`src/design/fbpa_pkg.sv`:
```
package fbpa_pkg;

   // field widths
   localparam int ADDR_W  = 32;
   localparam int SIZE_W  = 16;
   localparam int COUNT_W = 11;
   localparam int SPAN_W  = COUNT_W + SIZE_W;
   localparam int STAT_W  = 3;
   localparam int CSR_IDX_W = 2;

   // defaults for the top level parameters
   localparam int DEFAULT_POOL_DEPTH = 1024;
   localparam int DEFAULT_ADDR_WIDTH = 32;

   // commands
   localparam logic CMD_ALLOC = 1'b0;
   localparam logic CMD_FREE  = 1'b1;

   // response status codes
   localparam logic [STAT_W-1:0] ST_GRANTED  = 3'd0;
   localparam logic [STAT_W-1:0] ST_EMPTY    = 3'd1;
   localparam logic [STAT_W-1:0] ST_RETURNED = 3'd2;
   localparam logic [STAT_W-1:0] ST_OUTSIDE  = 3'd3;
   localparam logic [STAT_W-1:0] ST_OVERFLOW = 3'd4;

   // register indexes
   localparam logic [CSR_IDX_W-1:0] CSR_POOL_BASE  = 2'd0;
   localparam logic [CSR_IDX_W-1:0] CSR_NODE_SIZE  = 2'd1;
   localparam logic [CSR_IDX_W-1:0] CSR_NODE_COUNT = 2'd2;

   typedef struct packed {
      logic [ADDR_W-1:0]  pool_base;
      logic [SIZE_W-1:0]  node_size;
      logic [COUNT_W-1:0] node_count;
      logic [SPAN_W-1:0]  span;      // (node_count - 1) * node_size
   } cfg_type;

endpackage

```
`src/design/fbpa_csr.sv`:
```
module fbpa_csr (
   input  logic                                clock,
   input  logic                                reset,
   input  logic                                csr_write_enable,
   input  logic [fbpa_pkg::CSR_IDX_W-1:0]      csr_index,
   input  logic [fbpa_pkg::ADDR_W-1:0]         csr_write_data,
   output fbpa_pkg::cfg_type                   cfg,
   output logic                                settling
);

   logic [fbpa_pkg::ADDR_W-1:0]  pool_base_ff, pool_base_in;
   logic [fbpa_pkg::SIZE_W-1:0]  node_size_ff, node_size_in;
   logic [fbpa_pkg::COUNT_W-1:0] node_count_ff, node_count_in;
   logic [fbpa_pkg::SPAN_W-1:0]  span_ff, span_in;
   logic                         settle_ff;
   logic [fbpa_pkg::COUNT_W-1:0] count_less;

   always_comb begin
      pool_base_in  = pool_base_ff;
      node_size_in  = node_size_ff;
      node_count_in = node_count_ff;
      if (csr_write_enable) begin
         case (csr_index)
            fbpa_pkg::CSR_POOL_BASE: begin
               pool_base_in = csr_write_data;
            end
            fbpa_pkg::CSR_NODE_SIZE: begin
               node_size_in = csr_write_data[fbpa_pkg::SIZE_W-1:0];
            end
            fbpa_pkg::CSR_NODE_COUNT: begin
               node_count_in = csr_write_data[fbpa_pkg::COUNT_W-1:0];
            end
            default: begin
            end
         endcase
      end
   end

   // span to the last node; registered product of the registered count and size
   assign count_less = node_count_ff - fbpa_pkg::COUNT_W'(1);
   assign span_in    = fbpa_pkg::SPAN_W'(count_less) * fbpa_pkg::SPAN_W'(node_size_ff);

   always_ff @(posedge clock) begin
      if (reset) begin
         pool_base_ff  <= '0;
         node_size_ff  <= '0;
         node_count_ff <= '0;
         span_ff       <= '0;
         settle_ff     <= 1'b0;
      end else begin
         pool_base_ff  <= pool_base_in;
         node_size_ff  <= node_size_in;
         node_count_ff <= node_count_in;
         span_ff       <= span_in;
         settle_ff     <= csr_write_enable;
      end
   end

   assign cfg.pool_base  = pool_base_ff;
   assign cfg.node_size  = node_size_ff;
   assign cfg.node_count = node_count_ff;
   assign cfg.span       = span_ff;
   assign settling       = csr_write_enable | settle_ff;

endmodule

```
`config.mk`:
```
export PLATFORM = sky130hd
export DESIGN_NAME = fbpa_csr
export DESIGN_NICKNAME = d
export VERILOG_FILES = /design/src/design/fbpa_pkg.sv /design/src/design/fbpa_csr.sv
export SDC_FILE = /design/constraint.sdc
export NUM_CORES = 1
export LEC_CHECK = 0
export CAP_MARGIN = 40
export CELL_PAD_IN_SITES_DETAIL_PLACEMENT = 1
export CELL_PAD_IN_SITES_GLOBAL_PLACEMENT = 1
export CORE_MARGIN = 1
export CORE_UTILIZATION = 55
export CTS_BUF_LIST = sky130_fd_sc_hd__clkbuf_8
export DETAILED_ROUTE_END_ITERATION = 10
export DONT_BUFFER_PORTS = 1
export PLACE_DENSITY_LB_ADDON = 0.1
export SYNTH_ARGS = -nofsm -noshare
export SYNTH_HDL_FRONTEND = slang
export SYNTH_SLANG_ARGS = --single-unit
```
`constraint.sdc`:
```
create_clock -name clock -period 10.3 [get_ports clock]
set_clock_uncertainty 0.2 [all_clocks]
set_input_delay 0 -clock clock [delete_from_list [all_inputs] [get_ports clock]]
set_output_delay 0 -clock clock [all_outputs]
set_load 0.02 [all_outputs]
```
Word-level counts from Yosys, hierarchy flattened
Index checks and enable logic that the tools add are counted.
{"block": "classes", "n_addsub": 1, "n_mul": 1, "n_div": 0, "n_lt_le_gt_ge": 0, "eq_ne": 2, "n_shift": 0, "n_mux": 0, "n_bitwise": 1, "reduce_logical": 4}
{"cell": "11-bit by 16-bit multiplier with 27-bit output", "count": 1}
{"cell": "11-bit by 1-bit subtractor with 11-bit output (second input constant)", "count": 1}
{"cell": "2-bit AND reduction", "count": 3}
{"cell": "2-bit by 1-bit == test with 1-bit output (second input constant)", "count": 1}
{"cell": "2-bit == test (second input constant)", "count": 1}
{"cell": "2-bit zero test", "count": 1}
{"cell": "1-bit bitwise OR", "count": 1}
{"block": "totals", "ff_bits": 87, "latch_bits": 0, "mem_bits_rw": 0, "rom_bits": 0, "in_bits": 37, "out_inout_bits": 87, "word_cells": 14, "mem_count": 0}

Depth between registers and ports, before layout
Gate-level depths: netlist of the first run.
{"block": "logic_depth", "depth_word": 2, "depth_mapped": 25, "depth_no_buf": 22}

Worst setup path after synthesis of the first run
OpenSTA, ideal clock, no wires.
{"block": "synth_timing", "path_type": "register -> register", "startpoint": "register node_count_ff[0] (netlist name)", "endpoint": "register span_ff[26] (netlist name)", "setup_ns": 0.123, "t_arrival_ns": 6.224, "t_required_ns": 9.977, "slack_ns": 3.753, "stages_incl_launch_ff": 25, "n_path_buf": 3, "synth_period_minus_slack_ns": 6.547, "path_cell_list": "dfxtp_1 clkbuf_1 clkinv_1 ha_1 xor2_1 clkbuf_1 nand2_1 fa_1 inv_1 fa_1 inv_1 fa_1 inv_1 fa_1 inv_1 fa_1 inv_1 ha_1 buf_2 a21oi_1 o21ai_0 a211oi_1 o21ai_1 o22ai_1 mux2_1"}
{"block": "synth_between", "elab_chain_len": 2}
{"element": "from (decl)", "line_no": "fbpa_csr.sv:13", "text": "logic [fbpa_pkg::COUNT_W-1:0] node_count_ff, node_count_in;"}
{"element": "from (signal assigned)", "line_no": "fbpa_csr.sv:53", "text": "node_count_ff <= node_count_in;"}
{"element": "11-bit by 1-bit subtractor with 11-bit output", "line_no": "fbpa_csr.sv:40", "text": "assign count_less = node_count_ff - fbpa_pkg::COUNT_W'(1);"}
{"element": "11-bit by 16-bit multiplier with 27-bit output", "line_no": "fbpa_csr.sv:41", "text": "assign span_in = fbpa_pkg::SPAN_W'(count_less) * fbpa_pkg::SPAN_W'(node_size_ff);"}
{"element": "to (signal assigned)", "line_no": "fbpa_csr.sv:54", "text": "span_ff <= span_in;"}
{"element": "to (decl)", "line_no": "fbpa_csr.sv:14", "text": "logic [fbpa_pkg::SPAN_W-1:0] span_ff, span_in;"}
Every way passes these cells.
A chain may end at the register's enable or synchronous reset.

Final worst setup path of the first run
Ends and elaborated chain as after synthesis.

==> results of run 1 <==
## layout make-up
class / instances / share of cell area, %
Multi-Input combinational cell: 752 / 65.4
Sequential cell: 87 / 18.0
Clock inverter: 7 / 0.749
Tap cell: 211 / 2.72
Clock buffer: 9 / 1.28
Timing Repair Buffer: 61 / 6.40
Inverter: 142 / 5.50
## cells by family (layout without fill, tap and decap cells)
logic type,Yosys count,in the layout,synth area share (%)
compound gates,144,144,10.2
xor+xnor,21,21,2.26
fa+ha+maj,191,191,37.8
buf+inv,195,219,8.62
flops,87,87,19.8
mux,5,5,0.639
simple gates,391,391,20.8
## power groups by stage
stage	registers, W	clock network, W	logic, W
floorplan	0.000412	0	0.000271
global placement	0.000424	0	0.000335
detailed placement	0.000425	0	0.000360
CTS	0.000417	0.000257	0.000387
global route	0.000421	0.000277	0.000439
finish	0.000418	0.000264	0.000397
## flip-flops by register name, summed over array words and instances, names as in the netlist
signal,cells
node_size_ff,16
settle_ff,1
span_ff,27
pool_base_ff,32
node_count_ff,11
## tightest hold or removal path: cells and delay by family
kind             cells  cell delay [ns]
AND/OR/NAND/NOR      2             0.54
AO/OA/AOI/OAI        1             0.07
## per-stage QoR
stage | worst slack (ns) | utilization, %
floorplan | 3.75 | -
global placement | 3.19 | 57.8
detailed placement | 2.81 | 58.1
CTS | 2.74 | 62.8
global route | 2.31 | 62.8
finish | 2.57 | 62.8
## worst max-delay path by stage
stage	start	end	slack, ns	depth (start not counted)
6_report	node_count_ff[0]	span_ff[26]	2.57	22
5_1_grt	node_count_ff[0]	span_ff[26]	2.31	22
4_1_cts	node_count_ff[0]	span_ff[26]	2.74	22
3_5_place_dp	node_count_ff[0]	span_ff[26]	2.81	22
3_3_place_gp	node_count_ff[0]	span_ff[26]	3.19	22
2_1_floorplan	node_count_ff[0]	span_ff[26]	3.75	24
## cells in the final DEF, fill, tap and decap left out, drive strengths merged, types with 2 or more instances in the layout
master,n
nand4b,2
a21oi,89
o21a,4
dlygate4sd3,51
fa,125
xor2,9
or2,2
nand3,4
nand2,219
o31ai,2
a21boi,3
nand3b,2
nor2,35
a31oi,2
nor3b,3
o21ai,17
dfxtp,87
buf,10
nand2b,14
a21o,8
inv,146
clkbuf,9
mux2,5
clkinv,2
ha,66
nor3,10
nor2b,37
nand4,4
a211oi,3
o21bai,3
o221ai,2
xnor2,12
o211ai,2
and2,53
## routing by layer
layer  up-vias  GRT usage [%]  routed length [um]
met1      3825           42.9               11100
met4         0           17.4                1250
met2       360           66.9               15000
met3        97           6.69                1930
li1       3241              -                   -
met5         -              0                   0
==> flow_metrics.env, run 1 <==
export IMPL_clk_pin_slew_ns=0.13
export IMPL_setup_viol=0
export IMPL_slew_violations=0
export IMPL_area_growth_pct=10.0
export IMPL_worstReg2RegStart="node_count_ff[0]"
export IMPL_worst_hold_slack_ns=0.0416
export IMPL_finalHoldViolCount=0
export IMPL_crit_slowest_cell="dfxtp_1"
export IMPL_synthesis_nets=1262
export IMPL_wire_per_inst_um=23.1
export IMPL_grt_pass1_wl_um=46000
export IMPL_ys_seq_elements=87
export IMPL_worst_pin_slew_ns=0.937
export IMPL_worstPathCellList="clkinv_1, ha_1, nand2_1, nor3_2, xor2_2, and2_1, fa_1, inv_1, fa_1, fa_1, inv_1, fa_1, inv_1, fa_1, inv_1, ha_1, a21oi_1, o21ai_0, a211oi_1, o21ai_1, o22ai_1, mux2_1"
export IMPL_synthCells=1034
export IMPL_hold_path_depth=3
export IMPL_slowest_delay_ns=0.80
export IMPL_p_seq_share_pct=38.7
export IMPL_power_frac_comb_pct=36.8
export IMPL_numPortBuffers=0
export IMPL_fp_dieW_um=129
export IMPL_cts_tree="yes"
export IMPL_netlist_area_um2=8810
export IMPL_ys_top_cells_by_area="fa_1 (28%), dfxtp_1 (20%), ha_1 (9.4%), nand2_1 (9.3%), inv_1 (6.0%)"
export IMPL_cp_required_ns=10.40
export IMPL_grt_max_degree=95
export IMPL_p_sw_share_pct=43.8
export IMPL_ff2ff_path_depth=22
export IMPL_ctsHoldBuffers=52
export IMPL_pin_count=124
export IMPL_power_density_nw_per_um2=111
export IMPL_multi_input_area_um2=6340
export IMPL_yosys_area_top_type="fa_1"
export IMPL_grt_pass1_vias=8531
export IMPL_fill_cells=1829
export IMPL_cts_buffers_inserted=9
export IMPL_post_cts_buffers=0
export IMPL_yosys_warnings=0
export IMPL_wl_um=29300
export IMPL_ff2ff_setup_slack_ns=2.57
export IMPL_ctsResizeCount=0
export IMPL_place_congestion=0.859
export IMPL_antenna_left=0
export IMPL_p_leak_nw=4.38
export IMPL_dpl_instance_area_um2=8960
export IMPL_core_um2=15400
export IMPL_antenna_found_initial=0
export IMPL_crit_family="adder cells"
export IMPL_arrival_ns=7.83
export IMPL_root_buffer="clkbuf_8"
export IMPL_htreeDepth=3
export IMPL_fmax_mhz=129
export IMPL_track_usage_pct=37.2
export IMPL_drtIter0Drc=441
export IMPL_synth_edf_count=0
export IMPL_cp_max_fo=16
export IMPL_grt_ovfl_total=0
export IMPL_cap_violations=0
export IMPL_yosysMostFrequentCell="nand2_1"
export IMPL_rows=45
export IMPL_p_sw_w=0.000472
export IMPL_syn_area_per_cell_um2=8.52
export IMPL_design_area_um2=9690
export IMPL_synth_commonest_cells="nand2_1 (219), inv_1 (141), fa_1 (125)"
export IMPL_run_status="finished, final reports clean"
export IMPL_cp_start_kind="register"
export IMPL_finalNetCount=1281
export IMPL_tns_ns=0
export IMPL_clockBufferDepth=2
export IMPL_post_route_min_period_ns=7.73
export IMPL_intPower_w=0.000606
export IMPL_firstDrtPassIters=5
export IMPL_rsz0062_at_grt="no"
export IMPL_place_inst=1201
export IMPL_viasPerCell=5.93
export IMPL_rr_endpoint="span_ff[26]"
export IMPL_max_slew_margin_pct=37.4
export IMPL_crit_top_cell="fa_1"
export IMPL_synthFlopType="dfxtp_1"
export IMPL_worst_path_buf_inv=5
export IMPL_cts_sinks=87
export IMPL_layout_cells_non_filler=1269
export IMPL_via_count=7523
export IMPL_dp_hpwl_um=18700
export IMPL_layout_drive_gt1_share_pct=5.01
export IMPL_crit_path_end_kind="register"
export IMPL_synthArstFlopShare_pct=0
export IMPL_die_area_um2=16500
export IMPL_total_power_w=0.00108
export IMPL_die_h_um=129
export IMPL_ir_worst_vdd_uv=69.8
export IMPL_clock_latency_ns=0.41
export IMPL_start_util_pct=57.1
export IMPL_p_clk_share_pct=24.4
export IMPL_regArea_um2=1740
export IMPL_min_period_over_period_pct=75.1
export IMPL_ys_types=64
export IMPL_synth_top_area_share_pct=28.4
export IMPL_synth_seq_area_share_pct=19.8
export IMPL_hp_class="in -> reg"
export IMPL_antenna_cells=0
export IMPL_drc_errors=0
export IMPL_min_to="node_size_ff[2]"
export IMPL_crit_type="reg -> reg"
export IMPL_holdCritStartpoint="csr_index[1]"
(Power assumes the default switching activity.)
==> inputs of run 2 (changes only) <==
--- a/config.mk
+++ b/config.mk
@@ -9,7 +9,7 @@
 export CELL_PAD_IN_SITES_DETAIL_PLACEMENT = 1
 export CELL_PAD_IN_SITES_GLOBAL_PLACEMENT = 1
 export CORE_MARGIN = 1
-export CORE_UTILIZATION = 55
+export CORE_UTILIZATION = 46
 export CTS_BUF_LIST = sky130_fd_sc_hd__clkbuf_8
 export DETAILED_ROUTE_END_ITERATION = 10
 export DONT_BUFFER_PORTS = 1
==> constraint.sdc (replaced) <==
create_clock -name clock -period 6.89 [get_ports clock]
set_clock_uncertainty 0.2 [all_clocks]
set_input_delay 0 -clock clock [delete_from_list [all_inputs] [get_ports clock]]
set_output_delay 0 -clock clock [all_outputs]
set_load 0.02 [all_outputs]
==> flow_metrics.env, run 2 (synthesis results as in run 1) <==
export IMPL_run_status="finished, final reports clean"
export IMPL_largest_reg_flops=32
export IMPL_finalHoldViolCount=0
export IMPL_crit_top_cell="fa_1"
export IMPL_top_register="pool_base_ff"
export IMPL_top_layer="met4"
export IMPL_post_cts_buffers=0
export IMPL_cap_violations=0
export IMPL_area_growth_pct=12.9
export IMPL_slowest_delay_ns=0.51
export IMPL_cts_sinks=87
export IMPL_die_area_um2=19700
export IMPL_worst_path_buf_inv=5
export IMPL_reg_largest_list="pool_base_ff (32), span_ff (27), node_size_ff (16)"
export IMPL_start_util_pct=47.0
export IMPL_place_congestion=0.845
export IMPL_cp_required_ns=6.97
export IMPL_rows=50
export IMPL_rsz0062_at_grt="no"
export IMPL_worstPathCellList="buf_4, nor4_4, nand2_1, nor3_2, xor2_2, and2_1, fa_1, inv_1, fa_1, fa_1, inv_1, fa_1, inv_1, fa_1, inv_1, ha_1, a21oi_1, o21ai_0, a211oi_1, o21ai_1, o22ai_1, mux2_1"
export IMPL_layout_cells_non_filler=1323
export IMPL_total_power_w=0.00159
export IMPL_place_inst=1251
export IMPL_arrival_ns=6.59
export IMPL_slew_violations=0
export IMPL_crit_type="reg -> reg"
export IMPL_setup_viol=0
export IMPL_cts_tree="yes"
export IMPL_worst_pin_slew_ns=0.803
export IMPL_crit_slowest_cell="fa_1"
export IMPL_wire_per_inst_um=18.0
export IMPL_wl_um=23800
export IMPL_antenna_found_initial=0
export IMPL_via_count=6996
export IMPL_core_um2=18800
export IMPL_htreeDepth=3
export IMPL_tns_ns=0
export IMPL_p_leak_nw=4.51
export IMPL_power_density_nw_per_um2=160
export IMPL_drtIter0Drc=263
export IMPL_root_buffer="clkbuf_8"
export IMPL_post_route_min_period_ns=6.51
export IMPL_numPortBuffers=0
export IMPL_max_slew_margin_pct=46.4
export IMPL_viasPerCell=5.29
export IMPL_layout_drive_gt1_share_pct=7.07
export IMPL_crit_family="adder cells"
export IMPL_hp_class="in -> reg"
export IMPL_pin_count=124
export IMPL_wl_met2_um=12300
export IMPL_antenna_left=0
export IMPL_fill_cells=2261
export IMPL_clockBufferDepth=2
export IMPL_final_common_cell="nand2_1"
export IMPL_clk_pin_slew_ns=0.11
export IMPL_cp_max_fo=11
export IMPL_drc_errors=0
export IMPL_grt_pass1_vias=7691
export IMPL_die_h_um=140
export IMPL_firstDrtPassIters=4
export IMPL_fin_ws_ns=0.382
export IMPL_finalNetCount=1312
export IMPL_crit_path_end_kind="register"
export IMPL_antenna_cells=0
export IMPL_grt_max_degree=95
export IMPL_grt_ovfl_total=0
export IMPL_fmax_mhz=154
export IMPL_met3_length_um=852
export IMPL_cp_start_kind="register"
export IMPL_track_usage_pct=25.5
export IMPL_min_period_over_period_pct=94.5
export IMPL_cts_buffers_inserted=9
export IMPL_dpl_worst_slack_ns=0.328
export IMPL_dp_hpwl_um=17800
export IMPL_met1_length_um=10400
export IMPL_layout_common_cells="nand2_1 (219), inv_1 (141), fa_1 (125)"
export IMPL_ir_worst_vdd_uv=78.2
export IMPL_clock_latency_ns=0.39
export IMPL_grt_pass1_wl_um=39100
export IMPL_fp_dieW_um=140
## run 2: cell count changes in the layout (fill, tap and decap cells not counted), moves of 3 or more
cell | previous run | this run
xnor2_1 | 8 | 11
buf_6 | 4 | 0
buf_4 | 5 | 35
xnor2_2 | 4 | 0
dlygate4sd3_1 | 51 | 55
## run 2: path summary, 6_finish.rpt
check                           slack (ns)               end             start  cells after the start
worst max-delay path                  0.38       span_ff[26]  node_count_ff[2]                     22
worst max register to register        0.38       span_ff[26]  node_count_ff[2]                     22
worst min-delay path                  0.03  node_size_ff[13]  csr_write_enable                      3
worst min register to register        0.37   pool_base_ff[2]   pool_base_ff[2]                      2
## run 2: final cells by class
type	instances	area (um2)	share of cell area [%]
timing repair buffer	92	861	8.65
multi-input combinational	752	6330	63.6
tap	234	293	2.94
clock inverter	7	70.1	0.704
inverter	142	533	5.36
sequential	87	1740	17.5
clock buffer	9	124	1.24
## run 2: tightest hold or removal path, stage by stage
cell and delay (ns):
and3b_1 0.37, nand2_1 0.15, a21oi_1 0.05
## run 2: power by group
| part | leakage, nW | internal [W] | switching, W |
|---|---|---|---|
| clock | 0.0959 | 0.000142 | 0.000240 |
| combinational | 3.70 | 0.000243 | 0.000354 |
| sequential | 0.709 | 0.000541 | 0.0000692 |
## run 2: stage by stage
step,utilization (%),instance area [um2],hold WS [ns]
floorplan,-,8810,-0.0718
global placement,48.8,9170,-0.115
detailed placement,48.8,9170,-0.111
CTS,53.0,9940,0.0104
global route,53.0,9950,0.0284
finish,53.0,9950,0.0281
## run 2: metal layers
layer / vias to the layer above / global-route usage [%]
met5: - / 0
met4: 0 / 6.65
met3: 21 / 4.89
met2: 127 / 45.8
met1: 3542 / 31.1
li1: 3306 / -
## run 2: timing repair
action	CTS	global route
hold buffers	56	0
resized for setup	0	1
endpoints found under the hold margin	88	0
endpoints found under the setup margin	0	1
